`src/hw/rtl/wav_stream_parser_core_defines.svh`:
```
// ----------------------------------------------------------------------------
// wav_stream_parser_core_defines
// Assertion macros used by the WAV stream parser core.
// ----------------------------------------------------------------------------
`ifndef WAV_STREAM_PARSER_CORE_DEFINES_SVH
`define WAV_STREAM_PARSER_CORE_DEFINES_SVH

// same-cycle implication, disabled while in reset
`define WSP_ASSERT_IMP(name, ck, rn, ante, cons) \
	name: assert property (@(posedge ck) disable iff (!rn) (ante) |-> (cons)) \
		else $error("wav stream parser assertion failed");

// next-cycle implication, disabled while in reset
`define WSP_ASSERT_NXT(name, ck, rn, ante, cons) \
	name: assert property (@(posedge ck) disable iff (!rn) (ante) |=> (cons)) \
		else $error("wav stream parser assertion failed");

`endif

```
`src/hw/rtl/wsp_pkg.sv`:
```
`timescale 1ns / 1ps
// ----------------------------------------------------------------------------
// wsp_pkg
// Types, status codes and tag constants of the WAV stream parser.
// ----------------------------------------------------------------------------
package wsp_pkg;

	typedef enum logic [2:0] {
		ST_SAMPLE      = 3'd0,
		ST_DONE        = 3'd1,
		ST_BAD_RIFF    = 3'd2,
		ST_BAD_WAVE    = 3'd3,
		ST_UNSUPPORTED = 3'd4,
		ST_TRUNCATED   = 3'd5,
		ST_EMPTY       = 3'd6
	} status_t;

	localparam logic [31:0] TAG_RIFF = 32'h5249_4646;
	localparam logic [31:0] TAG_WAVE = 32'h5741_5645;
	localparam logic [31:0] TAG_FMT  = 32'h666D_7420;
	localparam logic [31:0] TAG_DATA = 32'h6461_7461;

	localparam logic [15:0] FMT_PCM   = 16'd1;
	localparam logic [15:0] FMT_FLOAT = 16'd3;

	typedef struct packed {
		status_t     status;
		logic [31:0] sample_value;
		logic        is_float;
		logic [15:0] format_tag;
		logic [15:0] channel_count;
		logic [31:0] rate_hz;
		logic [15:0] sample_bits;
		logic        final_item;
	} result_t;

	function automatic logic [2:0] bytes_per_sample(input logic [15:0] fmt,
		input logic [15:0] bits);
		logic [2:0] n;
		n = 3'd0;
		if (fmt == FMT_PCM) begin
			if (bits == 16'd16) n = 3'd2;
			else if (bits == 16'd24) n = 3'd3;
			else if (bits == 16'd32) n = 3'd4;
		end else if (fmt == FMT_FLOAT) begin
			n = 3'd4;
		end
		return n;
	endfunction

endpackage

```
`src/hw/rtl/wav_stream_parser_core.sv`:
```
`timescale 1ns / 1ps
// ----------------------------------------------------------------------------
// wav_stream_parser_core
// Byte-serial RIFF/WAVE parser: Q1.31 PCM or raw float samples, status codes.
// ----------------------------------------------------------------------------
// Usage:
//   Input channel data_valid/data_stall carries one file byte per request,
//   with end_of_stream set on the last byte of the file.
//   Result channel result_valid/result_stall carries samples (status sample);
//   the last item, a terminal status or the last sample, sets final_item;
//   fmt fields ride along. A result is registered and appears in the cycle
//   after its byte is accepted. Throughput: one byte per cycle while the
//   input is not stalled.
//   The input stalls only while a held result is stalled by the receiver;
//   a held result is replaced the same cycle it is taken.
//   After the final item every byte is accepted and dropped until reset.
//   Reset returns the parser to the start of a file and empties the result
//   register.
// ----------------------------------------------------------------------------
`include "wav_stream_parser_core_defines.svh"

module wav_stream_parser_core import wsp_pkg::*; (
	input  logic        clk,
	input  logic        arst_n,
	input  logic        data_valid,
	output logic        data_stall,
	input  logic [7:0]  data_byte,
	input  logic        end_of_stream,
	output logic        result_valid,
	input  logic        result_stall,
	output logic [2:0]  status,
	output logic signed [31:0] sample_value,
	output logic        is_float,
	output logic [15:0] format_tag,
	output logic [15:0] channel_count,
	output logic [31:0] rate_hz,
	output logic [15:0] sample_bits,
	output logic        final_item
);

	logic    accept;
	logic    res_valid;
	result_t res;
	logic    busy;
	result_t out_res;

	assign data_stall = busy;
	assign accept     = data_valid && !busy;

	wsp_parser u_parser (
		.clk           (clk),
		.arst_n        (arst_n),
		.accept        (accept),
		.data_byte     (data_byte),
		.end_of_stream (end_of_stream),
		.res_valid     (res_valid),
		.res           (res)
	);

	wsp_out_reg u_out_reg (
		.clk      (clk),
		.arst_n   (arst_n),
		.load     (accept && res_valid),
		.load_res (res),
		.stall    (result_stall),
		.valid    (result_valid),
		.busy     (busy),
		.res      (out_res)
	);

	assign status        = out_res.status;
	assign sample_value  = out_res.sample_value;
	assign is_float      = out_res.is_float;
	assign format_tag    = out_res.format_tag;
	assign channel_count = out_res.channel_count;
	assign rate_hz       = out_res.rate_hz;
	assign sample_bits   = out_res.sample_bits;
	assign final_item    = out_res.final_item;

	`WSP_ASSERT_IMP(a_status_is_final, clk, arst_n, result_valid && (status != ST_SAMPLE), final_item)
	`WSP_ASSERT_IMP(a_float_on_sample, clk, arst_n, result_valid && is_float, status == ST_SAMPLE)
	`WSP_ASSERT_IMP(a_status_zero_value, clk, arst_n, result_valid && (status != ST_SAMPLE), sample_value == '0)
	`WSP_ASSERT_NXT(a_final_is_last, clk, arst_n, result_valid && !result_stall && final_item, !result_valid)

endmodule

```
`src/hw/rtl/wsp_parser.sv`:
```
`timescale 1ns / 1ps
// ----------------------------------------------------------------------------
// wsp_parser
// Chunk walker: holds the parse state and decides the result of each byte.
// ----------------------------------------------------------------------------
module wsp_parser import wsp_pkg::*; (
	input  logic        clk,
	input  logic        arst_n,
	input  logic        accept,
	input  logic [7:0]  data_byte,
	input  logic        end_of_stream,
	output logic        res_valid,
	output result_t     res
);

	typedef enum logic [3:0] {
		PH_RIFF  = 4'd0,
		PH_RSIZE = 4'd1,
		PH_WAVE  = 4'd2,
		PH_ID    = 4'd3,
		PH_SIZE  = 4'd4,
		PH_FMT   = 4'd5,
		PH_SKIP  = 4'd6,
		PH_PAD   = 4'd7,
		PH_DATA  = 4'd8,
		PH_IDLE  = 4'd9
	} phase_t;

	localparam logic [4:0] POS_SAT = 5'd16;

	phase_t      phase_q, phase_d;
	logic [4:0]  pos_q, pos_d;
	logic        pad_q, pad_d;
	logic [31:0] chunk_q, chunk_d;
	logic [31:0] tag_q, tag_d;
	logic        have_fmt_q, have_fmt_d;
	logic [15:0] fmt_q, fmt_d;
	logic [15:0] chan_q, chan_d;
	logic [31:0] rate_q, rate_d;
	logic [15:0] bits_q, bits_d;
	logic [31:0] smp_q, smp_d;
	logic [1:0]  cnt_q, cnt_d;
	logic        given_q, given_d;

	logic        live;
	logic        term;
	status_t     term_st;
	logic        smp;
	logic        smp_final;
	logic [31:0] smp_val;
	logic [31:0] smp_new;
	logic [1:0]  cnt_new;
	logic [2:0]  bps;
	logic        boundary;

	always_comb begin
		phase_d    = phase_q;
		pos_d      = pos_q;
		pad_d      = pad_q;
		chunk_d    = chunk_q;
		tag_d      = tag_q;
		have_fmt_d = have_fmt_q;
		fmt_d      = fmt_q;
		chan_d     = chan_q;
		rate_d     = rate_q;
		bits_d     = bits_q;
		smp_d      = smp_q;
		cnt_d      = cnt_q;
		given_d    = given_q;
		live       = 1'b1;
		term       = 1'b0;
		term_st    = ST_DONE;
		smp        = 1'b0;
		smp_final  = 1'b0;
		smp_val    = smp_q;
		smp_new    = {data_byte, smp_q[31:8]};
		cnt_new    = cnt_q + 2'd1;
		bps        = bytes_per_sample(fmt_q, bits_q);
		boundary   = 1'b0;

		unique case (phase_q)
			PH_RIFF, PH_WAVE, PH_ID: begin
				tag_d = {tag_q[23:0], data_byte};
				if (pos_q == 5'd3) begin
					pos_d = 5'd0;
					if (phase_q == PH_RIFF) begin
						if (tag_d != TAG_RIFF) begin
							term    = 1'b1;
							term_st = ST_BAD_RIFF;
						end else begin
							phase_d = PH_RSIZE;
						end
					end else if (phase_q == PH_WAVE) begin
						if (tag_d != TAG_WAVE) begin
							term    = 1'b1;
							term_st = ST_BAD_WAVE;
						end else begin
							phase_d = PH_ID;
						end
					end else begin
						chunk_d = '0;
						phase_d = PH_SIZE;
					end
				end else begin
					pos_d = pos_q + 5'd1;
				end
			end
			PH_RSIZE: begin
				if (pos_q == 5'd3) begin
					pos_d   = 5'd0;
					phase_d = PH_WAVE;
				end else begin
					pos_d = pos_q + 5'd1;
				end
			end
			PH_SIZE: begin
				chunk_d = {data_byte, chunk_q[31:8]};
				if (pos_q == 5'd3) begin
					pos_d = 5'd0;
					pad_d = chunk_d[0];
					if (tag_q == TAG_FMT) begin
						have_fmt_d = 1'b1;
						fmt_d      = '0;
						chan_d     = '0;
						rate_d     = '0;
						bits_d     = '0;
						phase_d    = (chunk_d != '0) ? PH_FMT : PH_ID;
					end else if (tag_q == TAG_DATA && have_fmt_q) begin
						if (bps == 3'd0) begin
							term    = 1'b1;
							term_st = ST_UNSUPPORTED;
						end else if (chunk_d == '0) begin
							term    = 1'b1;
							term_st = ST_EMPTY;
						end else begin
							phase_d = PH_DATA;
							smp_d   = '0;
							cnt_d   = 2'd0;
						end
					end else begin
						phase_d = (chunk_d != '0) ? PH_SKIP : PH_ID;
					end
				end else begin
					pos_d = pos_q + 5'd1;
				end
			end
			PH_FMT, PH_SKIP: begin
				if (phase_q == PH_FMT) begin
					unique case (pos_q)
						5'd0:    fmt_d[7:0]    = data_byte;
						5'd1:    fmt_d[15:8]   = data_byte;
						5'd2:    chan_d[7:0]   = data_byte;
						5'd3:    chan_d[15:8]  = data_byte;
						5'd4:    rate_d[7:0]   = data_byte;
						5'd5:    rate_d[15:8]  = data_byte;
						5'd6:    rate_d[23:16] = data_byte;
						5'd7:    rate_d[31:24] = data_byte;
						5'd14:   bits_d[7:0]   = data_byte;
						5'd15:   bits_d[15:8]  = data_byte;
						default: ;
					endcase
				end
				pos_d   = (pos_q == POS_SAT) ? pos_q : pos_q + 5'd1;
				chunk_d = chunk_q - 32'd1;
				if (chunk_q == 32'd1) begin
					phase_d = pad_q ? PH_PAD : PH_ID;
					pos_d   = 5'd0;
				end
			end
			PH_PAD: begin
				phase_d = PH_ID;
				pos_d   = 5'd0;
			end
			PH_DATA: begin
				if (cnt_new == bps[1:0]) begin
					smp     = 1'b1;
					smp_val = smp_new;
					given_d = 1'b1;
					smp_d   = '0;
					cnt_d   = 2'd0;
				end else begin
					smp_d = smp_new;
					cnt_d = cnt_new;
				end
				chunk_d = chunk_q - 32'd1;
				if (chunk_q == 32'd1) begin
					if (smp) begin
						smp_final = 1'b1;
					end else begin
						term    = 1'b1;
						term_st = given_q ? ST_DONE : ST_EMPTY;
					end
				end
			end
			default: live = 1'b0;
		endcase

		res.status        = ST_SAMPLE;
		res.sample_value  = '0;
		res.is_float      = 1'b0;
		res.format_tag    = fmt_d;
		res.channel_count = chan_d;
		res.rate_hz       = rate_d;
		res.sample_bits   = bits_d;
		res.final_item    = 1'b0;
		res_valid         = 1'b0;

		if (live) begin
			boundary = (phase_d == PH_ID && pos_d == 5'd0) || phase_d == PH_PAD;
			if (term) begin
				res_valid      = 1'b1;
				res.status     = term_st;
				res.final_item = 1'b1;
				phase_d        = PH_IDLE;
			end else if (smp_final) begin
				res_valid        = 1'b1;
				res.sample_value = smp_val;
				res.is_float     = (fmt_q == FMT_FLOAT);
				res.final_item   = 1'b1;
				phase_d          = PH_IDLE;
			end else if (end_of_stream) begin
				res_valid      = 1'b1;
				res.status     = boundary ? ST_EMPTY : ST_TRUNCATED;
				res.final_item = 1'b1;
				phase_d        = PH_IDLE;
			end else if (smp) begin
				res_valid        = 1'b1;
				res.sample_value = smp_val;
				res.is_float     = (fmt_q == FMT_FLOAT);
			end
		end
	end

	always_ff @(posedge clk or negedge arst_n) begin
		if (!arst_n) begin
			phase_q    <= PH_RIFF;
			pos_q      <= '0;
			pad_q      <= 1'b0;
			chunk_q    <= '0;
			tag_q      <= '0;
			have_fmt_q <= 1'b0;
			fmt_q      <= '0;
			chan_q     <= '0;
			rate_q     <= '0;
			bits_q     <= '0;
			smp_q      <= '0;
			cnt_q      <= '0;
			given_q    <= 1'b0;
		end else if (accept) begin
			phase_q    <= phase_d;
			pos_q      <= pos_d;
			pad_q      <= pad_d;
			chunk_q    <= chunk_d;
			tag_q      <= tag_d;
			have_fmt_q <= have_fmt_d;
			fmt_q      <= fmt_d;
			chan_q     <= chan_d;
			rate_q     <= rate_d;
			bits_q     <= bits_d;
			smp_q      <= smp_d;
			cnt_q      <= cnt_d;
			given_q    <= given_d;
		end
	end

endmodule

```
`src/hw/rtl/wsp_out_reg.sv`:
```
`timescale 1ns / 1ps
// ----------------------------------------------------------------------------
// wsp_out_reg
// Result register: holds one result until the receiver takes it.
// ----------------------------------------------------------------------------
module wsp_out_reg import wsp_pkg::*; (
	input  logic    clk,
	input  logic    arst_n,
	input  logic    load,
	input  result_t load_res,
	input  logic    stall,
	output logic    valid,
	output logic    busy,
	output result_t res
);

	logic    valid_q;
	result_t res_q;

	always_ff @(posedge clk or negedge arst_n) begin
		if (!arst_n) begin
			valid_q <= 1'b0;
		end else if (load) begin
			valid_q <= 1'b1;
		end else if (!stall) begin
			valid_q <= 1'b0;
		end
	end

	always_ff @(posedge clk) begin
		if (load) begin
			res_q <= load_res;
		end
	end

	assign valid = valid_q;
	assign busy  = valid_q && stall;
	assign res   = res_q;

endmodule
```
`config.mk`:
```
export PLATFORM = sky130hd
export DESIGN_NAME = wav_stream_parser_core
export DESIGN_NICKNAME = d
export VERILOG_FILES = /design/src/hw/rtl/wsp_pkg.sv /design/src/hw/rtl/wav_stream_parser_core.sv /design/src/hw/rtl/wsp_parser.sv /design/src/hw/rtl/wsp_out_reg.sv
export VERILOG_INCLUDE_DIRS = /design/src /design/src/hw/rtl
export SDC_FILE = /design/constraint.sdc
export NUM_CORES = 1
export LEC_CHECK = 0
export ABC_AREA = 1
export BUFFER_PORTS_ARGS = -buffer_cell sky130_fd_sc_hd__buf_2
export CAP_MARGIN = 20
export CORE_AREA = 2 2 156 158
export DETAILED_ROUTE_END_ITERATION = 6
export DIE_AREA = 0 0 158 160
export GPL_ROUTABILITY_DRIVEN = 0
export PLACE_DENSITY = 0.85
export SLEW_MARGIN = 20
export SYNTH_ARGS = -nofsm -noshare
export SYNTH_HDL_FRONTEND = slang
export SYNTH_SLANG_ARGS = --single-unit
```
`constraint.sdc`:
```
create_clock -name clk -period 21.4 [get_ports clk]
set_input_delay 5.35 -clock clk [delete_from_list [all_inputs] [get_ports clk]]
set_output_delay 5.35 -clock clk [all_outputs]
set_load 0.02 [all_outputs]
```
==> results.yml <==
outcome:
  status: "completed"
route:
  num_vias: 12955
  drt_iter0_drc: 1347
  ant_nets: 0
  drc: 0
  post_drt_via_cell_ratio: 6.03
  dr.pass1.iters: 6
  wl_mm: 38.5
  routedWlPerCell_um: 17.9
power_and_ir_drop:
  p_total_mw: 1.76
  peakVddDrop_v: 0.0000791
  p_sw_uw: 588
  p_per_area_nw_per_um2: 104
  cellInternalPower_mw: 1.17
  pwr-share-clk: 0.309
  switching_share: 0.335
  leakage_nw: 7.07
  p_comb_frac: 0.243
  seqPwrFrac: 0.448
floorplanning:
  die_x_um: 158
  rows: 57
  boundaryPins: 132
  coreArea_um2: 23800
  dieHeight_um: 160
  die_area_um2: 25300
  start_util: 0.636
synth:
  avgSynthCellArea_um2: 8.79
  synthesis.area_um2: 15200
  synth.largest_area_cell: "dfrtp_1"
  async_flop_share: 0.610
  syn_nets: 1744
  synth-warning-count: 0
  ys_seq_area_frac: 0.534
  ys.flop_type: "dfrtp_1"
  synth_cell_types: 53
  synthTopCellsByArea: "dfrtp_1 30%, edfxtp_1 23%, o21ai_0 7.3%, nand2_1 6.8%, inv_1 5.3%"
  synth.ff_latch_count: 300
  synth_cells: 1724
  synth.top_cell.area_share: 0.302
  synth_edf_count: 117
critical_path:
  cp.arrival_ns: 5.72
  r2r_end: "u_out_reg.res[32]"
  critPathLaunchType: "input port"
  worstRegToRegCells: 11
  reg2reg_slack_ns: 16.78
  r2r-start: "u_parser.bits_q[6]"
  critical_path_class: "input port to primary output"
  endpoint_kind: "primary output"
  crit_fanout: 3
  required_ns: 16.05
sta:
  finalClockSkew_ns: 0.0132
  final-setup-viol-count: 0
  finalHoldViolations: 0
  relSlewSlack: 0.277
  setup_tns_ns: 0
  fin_ws_ns: 10.33
  rsz0062_at_grt: "false"
  clock.fmax_mhz: 90.3
  period_needed_ns: 11.07
  slew_viol_final: 0
  fin_crit_sh: 0.517
  tightest_slew_ns: 1.08
grt:
  grtUsageMet1: 0.422
  antenna_found_initial: 2
  grt_pass1_vias: 12190
  busiest_layer: "met2"
  use_met2: 0.487
  overflow: 0
  track_usage: 0.305
  met3_usage: 0.0459
  grt_pass1_wl_mm: 61.9
  grt_max_degree: 142
finish:
  final_cell_mix: "276 x nand2_1, 222 x o21ai_0, 211 x inv_1"
  final_common_cell: "nand2_1"
  fillers: 1842
  drive_gt1_frac: 0.154
  nets: 1820
  syn_to_final_growth_pct: 11.4
worst_hold_path:
  whs_path_depth: 2
  hold_start: "u_parser.given_q"
  hold_end: "u_parser.given_q"
  hold_path_class: "register to register"
cts:
  cts_num_sinks: 300
  cts.htree.levels: 1
  hold_buffers: 0
  cts.path.max_buffers: 3
  cts_buffers: 30
  clk_pin_slew_ns: 0.06
  tritoncts: "built"
  clock-root-buffer: "clkbuf_16"
  cts_resized: 0
  clkLatencyLatePin_ns: 0.56
  post_cts.repair.setup_buffers: 0
place:
  dp_hpwl_mm: 24.6
  pre_cts_ws_ns: 10.33
  io_buffers: 131
flow_run:
  maxCapViolCount: 0
-- critical path, stage by stage --
cell and delay (ns):
buf_2 0.10, nand2_1 0.08, inv_1 0.04, buf_2 0.15
-- synthesized netlist by cell type (7+ instances only) --
master	instances
nand2_1	276
ha_1	7
a22oi_2	15
o21ai_1	25
buf_1	7
clkbuf_1	41
nor3_2	12
buf_4	7
buf_2	36
nand2_2	7
a21oi_1	46
nor2_2	11
nor2_1	130
dfrtp_1	183
o22ai_1	26
o21ai_0	222
nor3_1	35
nand3_1	127
nand4_1	36
inv_1	212
edfxtp_1	117
a22oi_1	55
inv_2	18
-- sequential cells by signal, indices dropped and copies added, names as in the netlist, 5 cells and up --
name / cells
u_parser.pos_q: 5
u_parser.fmt_q: 16
u_out_reg.res: 117
u_parser.smp_q: 24
u_parser.tag_q: 32
u_parser.chunk_q: 32
u_parser.chan_q: 16
u_parser.rate_q: 32
u_parser.bits_q: 16
-- area by class of cell --
| type | count | area (µm²) | share of cell area |
|---|---|---|---|
| flip-flops and latches | 300 | 8090 | 0.479 |
| multi-input cells | 1097 | 5750 | 0.341 |
| inverters | 232 | 877 | 0.0520 |
| clock buffers | 37 | 798 | 0.0473 |
| repair buffers | 139 | 732 | 0.0434 |
| well taps | 324 | 405 | 0.0240 |
| clock inverters | 19 | 216 | 0.0128 |
| diodes | 2 | 5.00 | 0.000297 |
-- metal layers --
metal	wire length, µm	vias to the layer above
met5	0	-
met4	1620	0
met3	3250	125
met2	18400	661
met1	15200	6169
li1	-	6000
-- through the flow --
| step | instance area [µm²] | std cells | hold slack [ns] | util |
|---|---|---|---|---|
| 6_report | 16900 | 2150 | 0.490 | 0.709 |
| 5_1_grt | 16900 | 2150 | 0.516 | 0.709 |
| 4_1_cts | 16900 | 2148 | 0.487 | 0.708 |
| 3_5_place_dp | 15800 | 2092 | 0.471 | 0.665 |
| 3_3_place_gp | 15800 | 2092 | 0.461 | 0.665 |
| 2_1_floorplan | 15200 | 1724 | 0.434 | - |
-- power by group through the flow --
stage	clock network (mW)	registers (mW)	logic (mW)
finish	0.542	0.787	0.426
global route	0.571	0.796	0.478
CTS	0.546	0.784	0.420
detailed placement	0	0.793	0.414
global placement	0	0.788	0.395
floorplan	0	0.783	0.313
-- worst max path at each step --
stage,to,start,cells past startpoint
floorplan,u_out_reg.res[0],data_byte[5],12
global placement,data_stall,result_stall,4
detailed placement,data_stall,result_stall,4
CTS,data_stall,result_stall,4
global route,data_stall,result_stall,4
finish,data_stall,result_stall,4
-- cell families after synthesis --
group	after synthesis	share of synthesized area
AO/OA/AOI/OAI	413	0.159
XOR/XNOR	6	0.00347
adder cells (fa/ha/maj)	7	0.00578
buffers and inverters	327	0.0871
flip-flops	300	0.534
multiplexers	1	0.000743
AND/OR/NAND/NOR	670	0.210
(Power assumes the default switching activity.)
